$ cat src/hw/rtl/ccd_pkg.sv
// Shared types, constants and decode helpers for the cheat code text decoder.
package ccd_pkg;

  // Code format, taken from the first character of a code
  typedef enum logic {
    FmtScrambled = 1'b0,
    FmtPlain     = 1'b1
  } ccd_fmt_e;

  // Input word: one character of the code text
  typedef struct packed {
    logic [7:0] code_char;
    logic       req_type;
    logic       last_char;
  } ccd_in_t;

  // Output word: one decoded patch
  typedef struct packed {
    logic [23:0] patch_address;
    logic [7:0]  patch_value;
    logic        decode_status;
  } ccd_out_t;

  localparam int unsigned CntW = 4;

  localparam logic [CntW-1:0] ScrambledLen = CntW'(9);
  localparam logic [CntW-1:0] PlainLen     = CntW'(8);
  localparam logic [CntW-1:0] DashPos      = CntW'(4);
  localparam logic [CntW-1:0] CntMax       = '1;

  localparam logic [7:0] CharDash  = 8'h2D;
  localparam logic [7:0] CharZero  = 8'h30;
  localparam logic [7:0] CharNine  = 8'h39;
  localparam logic [7:0] CharUpA   = 8'h41;
  localparam logic [7:0] CharUpF   = 8'h46;
  localparam logic [7:0] CharLowA  = 8'h61;
  localparam logic [7:0] CharLowF  = 8'h66;

  localparam logic        StatusOk  = 1'b0;
  localparam logic        StatusBad = 1'b1;

  // Position of each hex digit in the substitution alphabet DF4709156BC8A23E,
  // indexed by the digit's value
  localparam logic [3:0] SubstIdx [16] = '{
    4'd4,  4'd6,  4'd13, 4'd14, 4'd2,  4'd7,  4'd8,  4'd3,
    4'd11, 4'd5,  4'd12, 4'd9,  4'd10, 4'd0,  4'd15, 4'd1
  };

  // Hex digit value; bit 4 set for a character that is no hex digit
  function automatic logic [4:0] hex_decode(input logic [7:0] c);
    logic [4:0] r;
    r = 5'h10;
    if (c >= CharZero && c <= CharNine) begin
      r = {1'b0, 4'(c - CharZero)};
    end else if (c >= CharLowA && c <= CharLowF) begin
      r = {1'b0, 4'(c - CharLowA + 8'd10)};
    end else if (c >= CharUpA && c <= CharUpF) begin
      r = {1'b0, 4'(c - CharUpA + 8'd10)};
    end
    return r;
  endfunction

  // Scrambled address bit shuffle: the fields under masks 003c00, 00003c,
  // f00000, 000003, 00c000, 0f0000 and 0003c0 move to their new places
  function automatic logic [23:0] permute_address(input logic [23:0] a);
    return {a[13:10], a[5:2], a[23:20], a[1:0], a[15:14], a[19:16], a[9:6]};
  endfunction

endpackage

$ cat src/hw/rtl/cheat_code_text_decoder_top.sv
// Cheat code text decoder: character input register, decode, result register.
//
//   channel | handshake          | word
//   --------+--------------------+------------------------------------------
//   in      | in_valid_i/ready_o | in_word_i  : code_char, req_type, last_char
//   out     | out_valid_o/ready_i| out_word_o : patch_address, patch_value,
//           |                    |              decode_status
//
// One character word is taken per cycle while the result side does not stall;
// the last character passes the input register and then the result register.
// The decode of a character sits between those two registers and is one
// nibble lookup plus a shift of the digit accumulator.
// Reset clears the code state and both valid flags.
// A stalled result holds the input register, which then holds the input side.
module cheat_code_text_decoder_top (
  input  logic              clk_i,
  input  logic              rst_ni,
  input  logic              in_valid_i,
  output logic              in_ready_o,
  input  ccd_pkg::ccd_in_t  in_word_i,
  output logic              out_valid_o,
  input  logic              out_ready_i,
  output ccd_pkg::ccd_out_t out_word_o
);
  import ccd_pkg::*;

  logic            in_vld_q;
  ccd_in_t         in_q;
  logic            out_vld_q, out_vld_d;
  ccd_out_t        out_q, out_d;

  logic [CntW-1:0] cnt_q, cnt_d;
  logic [31:0]     acc_q, acc_d;
  logic            bad_q, bad_d;
  ccd_fmt_e        fmt_q, fmt_d;

  logic            fire;
  logic [CntW-1:0] len;
  logic [4:0]      hex;
  logic [3:0]      nib;

  // Advance a held character when the result slot is free or being freed
  assign fire       = in_vld_q && (!out_vld_q || out_ready_i);
  assign in_ready_o = !in_vld_q || fire;

  // Capture the input word
  always_ff @(posedge clk_i or negedge rst_ni) begin
    if (!rst_ni) begin
      in_vld_q <= 1'b0;
    end else if (in_ready_o) begin
      in_vld_q <= in_valid_i;
    end
  end

  always_ff @(posedge clk_i) begin
    if (in_ready_o && in_valid_i) begin
      in_q <= in_word_i;
    end
  end

  // Decode one character and update the code state
  always_comb begin
    fmt_d = (cnt_q == '0) ? ccd_fmt_e'(in_q.req_type) : fmt_q;
    len   = (fmt_d == FmtPlain) ? PlainLen : ScrambledLen;
    hex   = hex_decode(in_q.code_char);
    nib   = (fmt_d == FmtPlain) ? hex[3:0] : SubstIdx[hex[3:0]];
    acc_d = acc_q;
    bad_d = bad_q;
    if (cnt_q >= len) begin
      bad_d = 1'b1;
    end else if (fmt_d == FmtScrambled && cnt_q == DashPos) begin
      if (in_q.code_char != CharDash) begin
        bad_d = 1'b1;
      end
    end else if (hex[4]) begin
      bad_d = 1'b1;
    end else begin
      acc_d = {acc_q[27:0], nib};
    end
    cnt_d = (cnt_q == CntMax) ? cnt_q : cnt_q + 1'b1;

    // Form the result on the last character
    out_d = '0;
    if (bad_d || cnt_d != len) begin
      out_d.decode_status = StatusBad;
    end else if (fmt_d == FmtPlain) begin
      out_d.patch_address = acc_d[31:8];
      out_d.patch_value   = acc_d[7:0];
      out_d.decode_status = StatusOk;
    end else begin
      out_d.patch_address = permute_address(acc_d[23:0]);
      out_d.patch_value   = acc_d[31:24];
      out_d.decode_status = StatusOk;
    end

    out_vld_d = out_vld_q && !out_ready_i;
    if (fire && in_q.last_char) begin
      out_vld_d = 1'b1;
    end
  end

  // Hold code state; clear it after the last character
  always_ff @(posedge clk_i or negedge rst_ni) begin
    if (!rst_ni) begin
      cnt_q <= '0;
      acc_q <= '0;
      bad_q <= 1'b0;
      fmt_q <= FmtScrambled;
    end else if (fire) begin
      if (in_q.last_char) begin
        cnt_q <= '0;
        acc_q <= '0;
        bad_q <= 1'b0;
        fmt_q <= FmtScrambled;
      end else begin
        cnt_q <= cnt_d;
        acc_q <= acc_d;
        bad_q <= bad_d;
        fmt_q <= fmt_d;
      end
    end
  end

  // Result register
  always_ff @(posedge clk_i or negedge rst_ni) begin
    if (!rst_ni) begin
      out_vld_q <= 1'b0;
    end else begin
      out_vld_q <= out_vld_d;
    end
  end

  always_ff @(posedge clk_i) begin
    if (fire && in_q.last_char) begin
      out_q <= out_d;
    end
  end

  assign out_valid_o = out_vld_q;
  assign out_word_o  = out_q;

  // A finished code leaves no state behind
  a_clear_after_last: assert property (@(posedge clk_i) disable iff (!rst_ni)
    fire && in_q.last_char |=> cnt_q == '0 && acc_q == '0 && !bad_q)
    else $error("code state not cleared after last character");

  // An invalid result carries zero address and value
  a_bad_is_zero: assert property (@(posedge clk_i) disable iff (!rst_ni)
    out_valid_o && out_word_o.decode_status == StatusBad |->
      out_word_o.patch_address == '0 && out_word_o.patch_value == '0)
    else $error("invalid result with nonzero payload");

  // A middle character leaves the count nonzero; the count saturates at its maximum
  a_count_moves: assert property (@(posedge clk_i) disable iff (!rst_ni)
    fire && !in_q.last_char |=> cnt_q != '0)
    else $error("character count did not advance");

  // Input side stalls only while a character waits in the input register
  a_stall_reason: assert property (@(posedge clk_i) disable iff (!rst_ni)
    !in_ready_o |-> in_vld_q && out_vld_q && !out_ready_i)
    else $error("input stalled without a waiting result");

endmodule
$ cat config.mk
export PLATFORM = sky130hd
export DESIGN_NAME = cheat_code_text_decoder_top
export DESIGN_NICKNAME = d
export VERILOG_FILES = /design/src/hw/rtl/ccd_pkg.sv /design/src/hw/rtl/cheat_code_text_decoder_top.sv
export SDC_FILE = /design/constraint.sdc
export NUM_CORES = 1
export LEC_CHECK = 0
export BUFFER_PORTS_ARGS = -buffer_cell sky130_fd_sc_hd__buf_2
export CAP_MARGIN = 20
export CORE_ASPECT_RATIO = 1.75
export CORE_MARGIN = 10
export CORE_UTILIZATION = 25
export CTS_BUF_LIST = sky130_fd_sc_hd__clkbuf_8 sky130_fd_sc_hd__clkbuf_16
export CTS_CLUSTER_DIAMETER = 150
export DETAILED_ROUTE_END_ITERATION = 7
export GPL_ROUTABILITY_DRIVEN = 0
export PLACE_DENSITY = 0.53
export REMOVE_ABC_BUFFERS = 1
export SLEW_MARGIN = 20
export SYNTH_ARGS = -nofsm -noshare
export SYNTH_HDL_FRONTEND = slang
export SYNTH_SLANG_ARGS = --single-unit
$ cat constraint.sdc
create_clock -name clk_i -period 6.98 [get_ports clk_i]
set_input_delay 1.396 -clock clk_i [delete_from_list [all_inputs] [get_ports clk_i]]
set_output_delay 1.396 -clock clk_i [all_outputs]
set_load 0.005 [all_outputs]
=== Yosys cells after proc, flatten, opt, wreduce, memory -nomap -nowiden ===
Memory sizes are Yosys's and may differ from the RTL's.
Index checks and enable logic that the tools add are counted.

* Word-level logic and storage cells: 70
* Memories kept: 1
* ROM bits: 64
* Bits in registers: 83
* Output and inout port bits: 35

{| class="wikitable"
|+ Memory list
! name !! depth !! width !! read ports !! clocked after memory_dff !! wr ports !! RTL line !! RTL
|-
| (no name shown) || 16 || 4 || 1 || 0 || 0 || cheat_code_text_decoder_top.sv:66 || <nowiki>nib = (fmt_d == FmtPlain) ? hex[3:0] : SubstIdx[hex[3:0]];</nowiki>
|}

* Bitwise gates (word level): 2
* $add $sub $neg: 6
* Reduce and logical (&&, ||, !) cells: 15
* Mux-type cells: 22
* Equality and inequality tests: 4
* $lt $le $gt $ge: 8

{| class="wikitable"
|+ Operator list
! operator !! count
|-
| $mux W32 || 4
|-
| $mux W33 || 1
|-
| $mux W4 || 5
|-
| $ge A8 B7 Y1 const B || 2
|-
| $le A8 B7 Y1 const B || 2
|-
| $mux W5 || 3
|-
| $sub A4 B1 Y4 const B || 3
|-
| $mux W1 || 9
|-
| $add A4 B4 Y4 const B || 2
|-
| $ge A8 B6 Y1 const B || 1
|-
| $le A8 B6 Y1 const B || 1
|-
| $logic_and A1 B1 Y1 || 8
|-
| $ne A8 B6 Y1 const B || 1
|-
| $ge A5 B5 Y1 const B || 1
|-
| $not A4 Y5 || 1
|-
| $add A4 B1 Y4 const B || 1
|-
| $eq A4 B3 Y1 const B || 1
|-
| $eq A4 B4 Y1 const B || 1
|-
| $ge A4 B4 Y1 || 1
|-
| $logic_not A4 Y1 || 1
|-
| $ne A4 B4 Y1 || 1
|-
| $logic_not A1 Y1 || 3
|-
| $logic_or A1 B1 Y1 || 3
|-
| $not A1 Y1 || 1
|}

=== Logic depth before layout (Yosys ltp) ===
Gate-level depths: netlist (run 1).

* Depth after elaboration: 14
* Depth in mapped cells: 15

=== Least setup slack after synthesis (run 1) ===
OpenSTA, ideal clock, no wires.

* Path kind: register -> register
* Start point: register cnt_q[0]
* End point: register out_q, in the netlist out_word_o[4], data pin
* Stages on the path, launching flop included: 15
* Arrival time: 3.603 ns
* Slack: 3.123 ns
* Period minus slack after synthesis: 3.857 ns
* Cells stage by stage: dfrtp_1 > inv_1 > ha_1 > nor3b_1 > mux2_2 > clkinv_1 > clkbuf_1 > ha_1 > or4b_4 > a21oi_2 > a21boi_2 > buf_6 > mux2i_1 > nor2_1 > o21a_1

* Cells in the longest elaborated chain, start to end: 7
* Elaborated cells between the ends (all ways): 19
* Those cells by class: add/sub (1); order compare (1); eq/ne (3); mux (10); bitwise (1); reduce/logical (3)

{| class="wikitable"
|+ Ends and longest elaborated chain
! what !! RTL line !! RTL
|-
| start, declared || cheat_code_text_decoder_top.sv:32 || <nowiki>logic [CntW-1:0] cnt_q, cnt_d;</nowiki>
|-
| start signal, assigned || cheat_code_text_decoder_top.sv:116 || <nowiki>cnt_q <= cnt_d;</nowiki>
|-
| branches (longest 7 deep; another with $ge A4 B4 Y1) || - ||
|-
| end signal, assigned || cheat_code_text_decoder_top.sv:135 || <nowiki>out_q <= out_d;</nowiki>
|-
| end, declared || cheat_code_text_decoder_top.sv:30 || <nowiki>ccd_out_t out_q, out_d;</nowiki>
|}

Parallel ways; which one is timed is not known.
A chain may end at the register's enable or synchronous reset.

=== Worst setup path in the final report (run 1) ===
* Start point: register cnt_q[0]
* End point: register out_q, in the netlist out_word_o[11], data pin

* Cells in the longest elaborated chain, start to end: 7
* Elaborated cells between the ends (all ways): 17
* Those cells by class: add/sub (1); order compare (1); eq/ne (3); mux (8); bitwise (1); reduce/logical (3)

{| class="wikitable"
|+ Ends and longest elaborated chain
! what
|-
| branches (longest 7 deep; another with $ge A4 B4 Y1)
|}

Parallel ways; which one is timed is not known.

==> results.md, run 1 <==
Placed design:
- OpenSTA, run right after detailed placement, puts the worst setup slack at 2420 ps.
- The number of instances in the placed design is 644.
- The HPWL reported at the end of detailed placement is 7660 um.
- Port buffering added 48 buffers.
- The area of placed instances is 4740 sq um.

Worst setup path:
- At the worst endpoint, the required time is 7090 ps.
- The slack of the worst reg-to-reg path is 2440 ps.
- The terminus of the critical flop-to-flop path is out_word_o[11].
- The kind of critical path is reg2reg.
- The launching point of the worst reg2reg path is cnt_q[0].
- The worst endpoint data arrival time is 4650 ps.
- In this run the worst path has a maximum fanout of 34.
- The cell depth of the worst flop-to-flop path is 13.
- The worst setup path is launched from a flop.
- The kind of capture point of the worst setup path is a flop.

Layout:
- The count of cells in the finished layout, fillers not included, comes to 660.
- The antenna diode instance count is 0.
- The finished layout cell area is 5060 sq um.
- The post-synthesis to final-layout area growth is 18.0%.
- The final core utilization is 29.9%.
- The layout has 1,751 filler cells.
- In the final layout, the share of cells above drive strength 1 is 20.1%.
- The number of nets at the end of the flow is 453.

Logic synthesis:
- By area the synthesized netlist is led by sky130_fd_sc_hd__edfxtp_1, sky130_fd_sc_hd__dfrtp_1, sky130_fd_sc_hd__nand2_1.
- The area share of the largest cell type after synthesis is 30.1%.
- The synthesized flop and latch total is 83.
- The number of flops mapped to enable cells by yosys is 43.
- Among all flip-flop cells after synthesis, the most frequent one is sky130_fd_sc_hd__edfxtp_1.
- The largest total area in the synthesized netlist belongs to sky130_fd_sc_hd__edfxtp_1.
- The cell area after synthesis is 4290 sq um.
- Sorting the synthesized cells by how often they occur yields sky130_fd_sc_hd__nand2_1, sky130_fd_sc_hd__edfxtp_1, sky130_fd_sc_hd__dfrtp_1, sky130_fd_sc_hd__a22o_1, sky130_fd_sc_hd__mux2i_1.
- Synthesis handed over a netlist of 384 instances.
- The cell with the most instances after synthesis is sky130_fd_sc_hd__nand2_1.
- During synthesis, Yosys emitted a total of 0 warnings.
- The post-synthesis cell type count is 59.
- Each instance of the synthesized netlist takes up on average 11.2 sq um.
- For this run, the register share of the synthesized area comes to 53.4%.
- Counting flops with an async set or reset pin after synthesis yields a share of 48.2%.

Hold path:
- In this run the most critical hold path is launched from acc_q[31].
- The number of cells traversed by the worst hold path is 2.
- The end point of the most critical hold path is acc_q[31].
- The worst hold-check path type is reg2reg.

Clocking:
- The number of buffers created by CTS is 9.
- The maximum buffer depth of the clock tree is 2.
- The number of hold buffers added after CTS was 0.
- The tree built by TritonCTS fans out to 83 sinks.
- The TritonCTS clock tree is yes.
- The H-tree was split into 3 levels.
- The clock slew at the register clock pins of the worst setup and hold paths is 70 ps.
- The later-pin clock latency in the skew report is 350 ps.
- Once the clock tree was built, the resizer swapped 0 gates to a different size.
- The clock tree root buffer cell is sky130_fd_sc_hd__clkbuf_16.
- In this run the post-CTS setup repair buffer count came out at 0.

Routing:
- After detailed routing, the number of vias per cell comes to 4.82.
- The detailed router finished its first iteration with 180 violations.
- The overall routed net length is 10,800 um.
- Once detail routing completed, the nets flagged for antenna violations numbered 0.
- In the routed design, unresolved DRC markers number 0.
- The count of vias placed by the detailed router is 3,183.
- The number of detailed-routing iterations run before antenna repair is 4.
- The routed length per instance is 16.4 um.

Power and ir drop:
- In this run the static leakage power is 2.07 nW.
- IR analysis of the VDD net gives a maximum drop of 0.102 mV.
- Power spread over the standard cell area amounts to 251 nW/um^2.

Floorplanning:
- The die covers 23,000 sq um.
- The placeable core area is 16,900 sq um.
- The boundary pin count is 49.
- The die is 193 um tall.
- The initial core utilization is 25.3%.
- Row generation in the floorplan step produced 63 rows.
- The die is 119 um wide.

Global route:
- For this run the aggregate overflow at the end of global routing stands at 0.
- The number of global-route vias before repair is 3,275.
- The number of antenna violations at the first check in global routing came to 0.
- The total global routing track utilization is 9.57%.
- The first-pass GRT wire length is 17,800 um.
- The largest net degree at the start of global routing is 41.

Run status:
- The flow ran to the end, and the final reports show no timing, DRC or antenna violations.

Timing:
- Summed over all failing endpoints, the final setup total negative slack is 0 ps.
- In this run the tightest slew margin relative to its limit is 34.8%.
- The count of final setup violators is 0.
- Across all setup checks in the final design, the least slack found is 2440 ps.
- The setup clock skew after layout is 12.1 ps.
- Static timing analysis puts the maximum clock frequency at 0.220 GHz.
- Of the available clock period, the critical path in the final layout requires 65.0%.
- At the pin with the least slew margin, the transition time is 978 ps.
- Setup repair after global routing left no endpoint under its margin.
- The final-report max-slew violation count is 0.
- The clock period minus worst slack is 4540 ps.
- The number of endpoints with negative hold slack in the final report is 0.

Run:
- Across the run, the number of max-cap violations was 0.
final cells by class:
cell class | instances | area [sq um] | share of cell area (%)
clock buffers | 9 | 225 | 4.45
clock inverters | 7 | 93.8 | 1.85
inverters | 12 | 45.0 | 0.890
multi-input cells | 268 | 1840 | 36.3
flip-flops and latches | 83 | 2290 | 45.3
well taps | 227 | 284 | 5.61
repair buffers | 54 | 285 | 5.63
report_power, final:
group,switching [mW],internal [mW],total [mW],leakage [nW]
Clock,0.200,0.313,0.513,0.157
Sequential,0.0186,0.539,0.557,0.962
Combinational,0.130,0.0689,0.199,0.951
Total,0.348,0.921,1.27,2.07
stage by stage:
stage	power [mW]	hold slack, ps
floorplan	0.695	449
global placement	0.765	465
detailed placement	0.767	474
CTS	1.28	488
global route	1.33	509
finish	1.27	482
sequential cells by signal, indices dropped and copies added, names as in the netlist:
name         count
acc_q           32
fmt_q            1
out_word_o      33
bad_q            1
in_vld_q         1
out_valid_o      1
cnt_q            4
in_q            10
worst max-delay path, cell delays in order, from the launching register on:
cell	delay, ps
sky130_fd_sc_hd__dfrtp_1	450
sky130_fd_sc_hd__inv_1	130
sky130_fd_sc_hd__ha_1	220
sky130_fd_sc_hd__nor3b_1	140
sky130_fd_sc_hd__mux2_2	710
sky130_fd_sc_hd__clkinv_1	200
sky130_fd_sc_hd__ha_1	310
sky130_fd_sc_hd__or4b_4	520
sky130_fd_sc_hd__a21oi_2	170
sky130_fd_sc_hd__a21boi_2	370
sky130_fd_sc_hd__buf_4	430
sky130_fd_sc_hd__mux2i_1	370
sky130_fd_sc_hd__nand2_1	80
sky130_fd_sc_hd__and3_1	190
cells by family (layout without fill, tap and decap cells):
| group | count (synthesis) | after routing | share of synthesized area, % |
|---|---|---|---|
| DFF | 83 | 83 | 53.4 |
| adders and majority gates | 11 | 11 | 3.21 |
| and+or+nand+nor | 127 | 127 | 14.6 |
| buffers and inverters | 33 | 82 | 3.91 |
| xor gates and xnor gates | 4 | 4 | 0.816 |
| AOI/OAI and AO/OA | 100 | 100 | 17.3 |
| muxes | 26 | 26 | 6.71 |
worst max path at each step:
stage | startpoint | endpoint | slack (ps) | cells after the start
after floorplan | cnt_q[0] | acc_q[0] | 1720 | 12
after global placement | cnt_q[0] | acc_q[3] | 2470 | 13
after detailed placement | cnt_q[0] | acc_q[3] | 2420 | 13
after CTS | cnt_q[0] | acc_q[3] | 2390 | 13
after global routing | cnt_q[0] | out_word_o[11] | 2120 | 13
final | cnt_q[0] | out_word_o[11] | 2440 | 13
placed cells by master, fill, tap and decap left out, types with 2 or more instances in the layout:
| cell | instances |
|---|---|
| sky130_fd_sc_hd__nor3b_1 | 2 |
| sky130_fd_sc_hd__bufinv_16 | 2 |
| sky130_fd_sc_hd__mux4_2 | 2 |
| sky130_fd_sc_hd__o211ai_1 | 5 |
| sky130_fd_sc_hd__dfrtp_1 | 40 |
| sky130_fd_sc_hd__nor4_1 | 2 |
| sky130_fd_sc_hd__and2_1 | 4 |
| sky130_fd_sc_hd__a221o_1 | 2 |
| sky130_fd_sc_hd__nand2b_1 | 5 |
| sky130_fd_sc_hd__nand2_1 | 65 |
| sky130_fd_sc_hd__edfxtp_1 | 43 |
| sky130_fd_sc_hd__a22oi_1 | 4 |
| sky130_fd_sc_hd__o21a_1 | 5 |
| sky130_fd_sc_hd__nor2_1 | 14 |
| sky130_fd_sc_hd__a21oi_1 | 19 |
| sky130_fd_sc_hd__a211oi_1 | 4 |
| sky130_fd_sc_hd__and3_1 | 16 |
| sky130_fd_sc_hd__mux2_2 | 2 |
| sky130_fd_sc_hd__a22o_1 | 22 |
| sky130_fd_sc_hd__or2_2 | 2 |
| sky130_fd_sc_hd__ha_1 | 11 |
| sky130_fd_sc_hd__a221oi_2 | 3 |
| sky130_fd_sc_hd__a32oi_1 | 3 |
| sky130_fd_sc_hd__buf_2 | 48 |
| sky130_fd_sc_hd__clkbuf_16 | 9 |
| sky130_fd_sc_hd__nand3_1 | 3 |
| sky130_fd_sc_hd__xnor2_1 | 4 |
| sky130_fd_sc_hd__nor4bb_1 | 3 |
| sky130_fd_sc_hd__a221oi_1 | 2 |
| sky130_fd_sc_hd__inv_1 | 12 |
| sky130_fd_sc_hd__o21ai_0 | 15 |
| sky130_fd_sc_hd__mux2i_1 | 22 |
| sky130_fd_sc_hd__nor2b_1 | 2 |
| sky130_fd_sc_hd__buf_4 | 6 |
| sky130_fd_sc_hd__o21ai_1 | 2 |
routing by layer:
| layer | wire length (um) | global-route usage [%] | vias to the layer above |
|---|---|---|---|
| li1 | - | - | 1509 |
| met1 | 4250 | 10.1 | 1585 |
| met2 | 5990 | 17.5 | 77 |
| met3 | 358 | 1.90 | 12 |
| met4 | 200 | 4.62 | 0 |
| met5 | 0 | 0 | - |
Power figures use the tool's default switching activity.
==> run 2, diff against run 1 <==
- clock period: 6.98 -> 4.25 ns (I/O delays scaled with it)
==> run 2 against run 1 <==
  * Total power grew 60%
  * Non-clock buffer count grew 3
  * Count of clock-buffer cells in the layout grew 1
  * Sequential power grew 64%
  * Critical endpoint is now out_word_o[29]
  * Largest cell class unchanged
  * Largest power group unchanged
==> results.md, run 2 (synthesis results as in run 1) <==
Hold path:
- The source of the worst hold timing path is acc_q[31] (unchanged).
- The number of cells traversed by the worst hold path is 2 (unchanged).
- The end point of the most critical hold path is acc_q[31] (unchanged).
- The worst hold-check path type is reg2reg (unchanged).

Clocking:
- The CTS sink count is 83 (unchanged).
- The clock slew at the register clock pins of the worst setup and hold paths was 60 ps (was 70 ps).
- The count of cells resized by post-cts repair is 0 (unchanged).
- The maximum buffer depth of the clock tree is 2 (unchanged).
- The level count of the clock H-tree is 3 (unchanged).
- The clock tree root buffer cell is sky130_fd_sc_hd__clkbuf_16 (unchanged).
- The count of buffers added by post-CTS timing repair for setup is 0 (unchanged).
- The TritonCTS clock tree is yes (unchanged).
- The post-cts hold buffer count is 0 (unchanged).
- The number of buffers created by CTS is 9 (unchanged).
- The later-pin clock latency in the skew report is 350 ps (about the same).

Floorplanning:
- The width of the die is 119 um (unchanged).
- The standard-cell row count was 63 (unchanged).
- The placeable core area is 16,900 sq um (unchanged).
- The initial core utilization was 25.3% (unchanged).
- The boundary pin count came to 49 (unchanged).
- The area of the die was 23,000 sq um (unchanged).
- The die extent in y is 193 um (unchanged).

Layout:
- The total area of multi-input combinational cells was 1830 sq um (was 1840 sq um).
- The post-synthesis to final-layout area growth is 18.1% (was 18.0%).
- The finished layout cell area was 5070 sq um (was 5060 sq um).
- The antenna diode instance count is 0 (unchanged).
- The total area of sequential cells was 2290 sq um (unchanged).
- The most common cell after layout, fill and taps aside is sky130_fd_sc_hd__nand2_1 (unchanged).
- The number of nets at the end of the flow was 456 (was 453).
- The flip-flop count of the largest register after layout came to 33 (unchanged).
- Most used cells in the layout excluding fill and tap cells: sky130_fd_sc_hd__nand2_1, sky130_fd_sc_hd__buf_2, sky130_fd_sc_hd__edfxtp_1 (unchanged).
- The proportion of layout cells with a drive suffix above 1 is 20.6% (was 20.1%).
- The number of filler cells placed in the layout is 1,737 (was 1,751).

Timing:
- The worst-case headroom to the max-slew limit was 33.0% (was 34.8%).
- RSZ-0062 raised after global routing: false (unchanged).
- The final clock period utilization by the worst path is 85.7% (was 65.0%).
- The slew at the pin closest to its max-slew limit is 1010 ps (was 978 ps).
- The maximum frequency from static timing analysis is 0.275 GHz (was 0.220 GHz).
- The clock period minus worst slack came to 3640 ps (was 4540 ps).
- The setup clock skew after layout is 7.63 ps (was 12.1 ps).
- The number of endpoints with negative hold slack in the final report is 0 (unchanged).
- The final-report max-slew violation count is 0 (unchanged).
- The count of final setup violators was 0 (unchanged).
- The worst hold margin is 490 ps (was 482 ps).

Global route:
- The sum of overflow across all layers after global routing is 0 (unchanged).
- The first-pass GRT wire length was 17,300 um (was 17,800 um).
- The total global routing track utilization is 9.40% (was 9.57%).
- The largest net degree at the start of global routing is 41 (unchanged).
- The number of global-route vias before repair is 3,236 (was 3,275).
- The number of antenna violations at the first check in global routing was 0 (unchanged).

Worst setup path:
- The most common cell type on the critical path is sky130_fd_sc_hd__ha_1 (unchanged).
- The critical path's top delay family is simple AND/OR/NAND/NOR gates (was multiplexers).
- Cells along the critical path: inv_1, ha_1, nor3b_1, mux2_2, clkinv_1, ha_1, or4b_4, a21oi_2, a21boi_2, buf_12, mux2i_1, nand2_1, and3_1 (was inv_1, ha_1, nor3b_1, mux2_2, clkinv_1, ha_1, or4b_4, a21oi_2, a21boi_2, buf_4, mux2i_1, nand2_1, and3_1).
- The kind of capture point of the worst setup path is a flop (unchanged).
- The worst endpoint data arrival time is 3750 ps (was 4650 ps).
- The cell type of the slowest stage on the worst timing path is sky130_fd_sc_hd__or4b_4 (was sky130_fd_sc_hd__mux2_2).
- The endpoint required time on the critical path is 4350 ps (was 7090 ps).
- The element type at the critical path start was a flop (unchanged).
- The terminus of the critical flop-to-flop path is out_word_o[29] (was out_word_o[11]).
- The kind of critical path is reg2reg (unchanged).
- The delay of the slowest cell on the worst path is 520 ps (was 710 ps).
- The largest fanout on the critical path was 32 (was 34).
- The cell depth of the worst flop-to-flop path is 13 (unchanged).
- The slack of the worst reg-to-reg path is 610 ps (was 2440 ps).
- The buffers plus inverters on the worst setup path is 3 (unchanged).
- The launching point of the worst reg2reg path is cnt_q[0] (unchanged).

Routing:
- The count of vias placed by the detailed router is 3,142 (was 3,183).
- The remaining design rule violation count was 0 (unchanged).
- The post-route antenna net violation count is 0 (unchanged).
- The routed via count divided by cell count is 4.74 (was 4.82).
- The number of detailed-routing iterations run before antenna repair is 4 (unchanged).
- The detailed router's first-iteration violation count is 126 (was 180).
- The routed length per instance is 16.4 um (about the same).
- The overall routed net length is 10,900 um (was 10,800 um).

Power and ir drop:
- The standby leakage power is 2.08 nW (was 2.07 nW).
- The power density normalized to cell area was 399 nW/um^2 (was 251 nW/um^2).
- The total chip power came to 2.02 mW (was 1.27 mW).
- The maximum vdd drop came to 0.223 mV (was 0.102 mV).

Placed design:
- The HPWL reported at the end of detailed placement came to 7680 um (was 7660 um).
- The count of input and output buffers is 48 (unchanged).
- The area of placed instances is 4770 sq um (was 4740 sq um).

Run:
- The number of maximum-capacitance violations came to 0 (unchanged).

Run status:
- Result of the run: complete, no violations (unchanged).
==> run 2: cell types whose count changed in the layout (fill, tap and decap cells not counted), sizes merged <==
cell,before,now
buf,54,57
bufinv,2,0
clkbuf,9,10
clkinv,3,4
==> run 2: worst register-to-register path: stages, from the launching register on <==
cell and delay, ps:
sky130_fd_sc_hd__dfrtp_1 450, sky130_fd_sc_hd__inv_1 150, sky130_fd_sc_hd__ha_1 170, sky130_fd_sc_hd__nor3b_1 210
sky130_fd_sc_hd__mux2_2 380, sky130_fd_sc_hd__clkinv_1 60, sky130_fd_sc_hd__ha_1 210, sky130_fd_sc_hd__or4b_4 520
sky130_fd_sc_hd__a21oi_2 180, sky130_fd_sc_hd__a21boi_2 230, sky130_fd_sc_hd__buf_12 230, sky130_fd_sc_hd__mux2i_1 360
sky130_fd_sc_hd__nand2_1 80, sky130_fd_sc_hd__and3_1 170
==> run 2: through the flow <==
stage               setup TNS, ps  setup slack, ps  utilization (%)  std cells
global placement                0              685             28.2        647
finish                          0              608             29.9        663
floorplan                  -43200            -1010                -        363
detailed placement              0              592             28.2        647
CTS                             0              583             29.9        663
global route                    0              369             29.9        663
==> run 2: how the worst max path moves through the flow <==
stage,start,cells past startpoint,to,slack [ps]
after floorplan,cnt_q[0],12,acc_q[0],-1010
after global placement,cnt_q[0],13,out_word_o[11],680
after detailed placement,cnt_q[0],13,out_word_o[29],590
after CTS,cnt_q[0],13,out_word_o[29],580
after global routing,cnt_q[0],13,out_word_o[26],370
final,cnt_q[0],13,out_word_o[29],610
==> run 2: area by class of cell <==
| type | count | share of cell area (%) |
|---|---|---|
| clock inverters | 6 | 0.913 |
| repair buffers | 57 | 6.32 |
| well taps | 227 | 5.60 |
| clock buffers | 10 | 4.94 |
| multi-input cells | 268 | 36.1 |
| flip-flops and latches | 83 | 45.2 |
| inverters | 12 | 0.889 |
==> run 2: power by group <==
part	internal (mW)	total [mW]	switching, mW	leakage [nW]
clock	0.436	0.775	0.338	0.146
combinational	0.117	0.335	0.218	0.970
sequential	0.885	0.915	0.0307	0.962
total	1.44	2.02	0.587	2.08
==> run 2: per-layer routing <==
layer / track usage (%) / share of wire, % / vias up
met5: 0 / 0 / -
met4: 5.89 / 2.7 / 0
met2: 16.6 / 54 / 58
met1: 10.1 / 41 / 1555
met3: 1.52 / 2.8 / 17
li1: - / - / 1512
==> run 3, diff against run 2 <==
- CORE_UTILIZATION: 25 -> 35
- PLACE_DENSITY: 0.53 -> 0.64
==> run 3 against run 2 <==
  * Clock power increased by 5.5%
  * Highest routed layer unchanged
  * Count of clock-buffer cells in the layout decreased by 1
  * Sequential power about the same
  * Largest power group unchanged
==> results.md, run 3 (synthesis results as in run 1) <==
Run status:
- Result of the run: complete, no violations (unchanged).

Global route:
- The met1 layer usage reported by global route is 13.1% (was 10.1%).
- The total global routing track utilization is 11.9% (was 9.40%).
- The sum of overflow across all layers after global routing is 0 (unchanged).
- The largest net degree at the start of global routing is 41 (unchanged).
- The most congested layer reported by global routing was met2 (unchanged).
- The first-pass GRT wire length is 16,600 um (was 17,300 um).
- The global-route track usage on met2 was 21.1% (was 16.6%).
- The number of global-route vias before repair is 3,321 (was 3,236).
- The number of antenna violations at the first check in global routing is 0 (unchanged).
- The global-route met3 utilization was 2.59% (was 1.52%).

Worst setup path:
- The slack of the worst reg-to-reg path is 590 ps (was 610 ps).
- The cell type of the slowest stage on the worst timing path is sky130_fd_sc_hd__or4b_4 (unchanged).
- Cells along the critical path: inv_1, ha_1, nor3b_1, mux2_2, clkinv_1, ha_1, or4b_4, a21oi_2, a21boi_2, buf_12, mux2i_1, nand2_1, and3_1 (unchanged).
- The critical path's top delay family is simple AND/OR/NAND/NOR gates (unchanged).
- The most common cell type on the critical path is sky130_fd_sc_hd__ha_1 (unchanged).
- The worst endpoint data arrival time was 3750 ps (about the same).
- The delay of the slowest cell on the worst path is 520 ps (about the same).
- The cell depth of the worst flop-to-flop path came to 13 (unchanged).
- The launch point of the critical path is cnt_q[0] (unchanged).
- The endpoint required time on the critical path was 4350 ps (about the same).
- The terminus of the critical flop-to-flop path is out_word_o[28] (was out_word_o[29]).
- The kind of critical path is reg2reg (unchanged).
- The buffers plus inverters on the worst setup path was 3 (unchanged).
- The kind of capture point of the worst setup path was a flop (unchanged).
- The largest fanout on the critical path is 31 (was 32).
- The launching point of the worst reg2reg path was cnt_q[0] (unchanged).
- The element type at the critical path start is a flop (unchanged).

Clocking:
- The count of buffers added by post-CTS timing repair for setup is 0 (unchanged).
- The TritonCTS clock tree is yes (unchanged).
- The number of buffers created by CTS came to 9 (unchanged).
- The level count of the clock H-tree came to 3 (unchanged).
- The clock slew at the register clock pins of the worst setup and hold paths is 60 ps (about the same).
- The clock tree root buffer cell is sky130_fd_sc_hd__clkbuf_16 (unchanged).
- The maximum buffer depth of the clock tree is 2 (unchanged).
- The post-cts hold buffer count was 0 (unchanged).
- The later-pin clock latency in the skew report is 340 ps (was 350 ps).
- The CTS sink count came to 83 (unchanged).
- The count of cells resized by post-cts repair is 0 (unchanged).

Hold path:
- The source of the worst hold timing path is acc_q[31] (unchanged).
- The end point of the most critical hold path is acc_q[31] (unchanged).
- The worst hold-check path type is reg2reg (unchanged).
- The number of cells traversed by the worst hold path was 2 (unchanged).

Floorplanning:
- The initial core utilization is 35.7% (was 25.3%).
- The standard-cell row count is 53 (was 63).
- The placeable core area was 12,000 sq um (was 16,900 sq um).
- The width of the die is 104 um (was 119 um).
- The boundary pin count is 49 (unchanged).
- The die extent in y is 166 um (was 193 um).
- The area of the die was 17,300 sq um (was 23,000 sq um).

Placed design:
- The HPWL reported at the end of detailed placement is 6890 um (was 7680 um).
- The count of input and output buffers was 48 (unchanged).

Power and ir drop:
- The standby leakage power came to 2.09 nW (was 2.08 nW).
- The switching fraction of total power came to 26.9% (was 29.0%).
- The maximum vdd drop was 0.242 mV (was 0.223 mV).
- The internal portion of total power was 1.51 mW (was 1.44 mW).
- The sequential cell fraction of total power is 44.3% (was 45.2%).
- The power density normalized to cell area is 412 nW/um^2 (was 399 nW/um^2).
- The switching power total came to 555 uW (was 587 uW).
- The combinational power share was 16.1% (was 16.5%).
- The clock share of power came to 39.6% (was 38.3%).

Timing:
- RSZ-0062 raised after global routing: false (unchanged).
- The maximum frequency from static timing analysis is 0.274 GHz (was 0.275 GHz).
- The number of endpoints with negative hold slack in the final report was 0 (unchanged).
- The worst hold margin is 483 ps (was 490 ps).
- The setup clock skew after layout was 7.27 ps (was 7.63 ps).
- The setup TNS is 0 ps (unchanged).
- The final clock period utilization by the worst path came to 86.0% (was 85.7%).
- The slew at the pin closest to its max-slew limit is 949 ps (was 1010 ps).
- The worst-case headroom to the max-slew limit came to 36.7% (was 33.0%).
- The final-report max-slew violation count is 0 (unchanged).
- The count of final setup violators is 0 (unchanged).
- The clock period minus worst slack came to 3660 ps (was 3640 ps).

Routing:
- The routed length per instance was 16.6 um (was 16.4 um).
- The remaining design rule violation count is 0 (unchanged).
- The detailed router's first-iteration violation count was 182 (was 126).
- The post-route antenna net violation count is 0 (unchanged).
- The count of vias placed by the detailed router is 3,147 (was 3,142).
- The routed via count divided by cell count is 5.24 (was 4.74).
- The overall routed net length is 9950 um (was 10,900 um).
- The number of detailed-routing iterations run before antenna repair was 4 (unchanged).

Layout:
- The post-synthesis to final-layout area growth was 16.7% (was 18.1%).
- The total area of sequential cells is 2290 sq um (unchanged).
- The most common cell after layout, fill and taps aside is sky130_fd_sc_hd__nand2_1 (unchanged).
- The proportion of layout cells with a drive suffix above 1 came to 20.0% (was 20.6%).
- The number of nets at the end of the flow is 456 (unchanged).
- The number of filler cells placed in the layout is 1,133 (was 1,737).
- The antenna diode instance count was 0 (unchanged).
- Most used cells in the layout excluding fill and tap cells: sky130_fd_sc_hd__nand2_1, sky130_fd_sc_hd__buf_2, sky130_fd_sc_hd__edfxtp_1 (unchanged).
- The flip-flop count of the largest register after layout came to 33 (unchanged).
- The total area of multi-input combinational cells is 1830 sq um (unchanged).

Run:
- The number of maximum-capacitance violations is 0 (unchanged).
==> run 3: cell count changes in the layout (fill, tap and decap cells not counted) <==
cell	change
sky130_fd_sc_hd__inv_6	-1
sky130_fd_sc_hd__inv_1	+3
sky130_fd_sc_hd__clkinv_2	-2
sky130_fd_sc_hd__bufinv_16	+2
sky130_fd_sc_hd__inv_8	-1
sky130_fd_sc_hd__clkbuf_16	-1
sky130_fd_sc_hd__clkinv_4	-1
sky130_fd_sc_hd__clkinvlp_4	+1
==> run 3: worst max path at each step <==
| stage | end | slack (ps) | cells after the start |
|---|---|---|---|
| after floorplan | acc_q[0] | -1010 | 12 |
| after global placement | out_word_o[12] | 680 | 13 |
| after detailed placement | out_word_o[12] | 590 | 13 |
| after CTS | out_word_o[12] | 580 | 13 |
| after global routing | out_word_o[30] | 370 | 13 |
| final | out_word_o[28] | 590 | 13 |
==> run 3: power by group through the flow <==
stage               Clock [mW]  Sequential [mW]  Combinational, mW
detailed placement           0            0.930              0.332
finish                   0.818            0.915              0.332
floorplan                    0            0.926              0.215
global route             0.873            0.920              0.375
global placement             0            0.929              0.322
CTS                      0.836            0.915              0.333
==> run 3: metrics by stage <==
step | power (mW) | worst slack, ps | cell area [sq um] | std cells | util, %
after floorplan | 1.14 | -1010 | 4170 | 363 | -
after global placement | 1.25 | 678 | 4690 | 585 | 39.1
final | 2.06 | 594 | 5010 | 601 | 41.7
after global routing | 2.17 | 370 | 5010 | 601 | 41.7
after CTS | 2.08 | 579 | 5010 | 601 | 41.7
after detailed placement | 1.26 | 586 | 4690 | 585 | 39.1
==> run 3: layer usage <==
layer  part of all wire [%]  vias to the layer above
met5                      0                        -
met4                    2.6                        0
met3                    4.5                       16
met2                     52                      102
met1                     41                     1521
li1                       -                     1508
==> run 3: layout make-up <==
| cell class | instances | area share (%) |
|---|---|---|
| well taps | 165 | 4.12 |
| repair buffers | 57 | 6.40 |
| flip-flops and latches | 83 | 45.8 |
| inverters | 12 | 0.900 |
| clock inverters | 7 | 1.72 |
| multi-input cells | 268 | 36.6 |
| clock buffers | 9 | 4.50 |
==> run 3: tightest hold or removal path, delay by kind of cell, from the launching register on <==
family,cells,cell delay (ps)
AO/OA/AOI/OAI,1,60
flip-flops,1,340
AND/OR/NAND/NOR,1,40
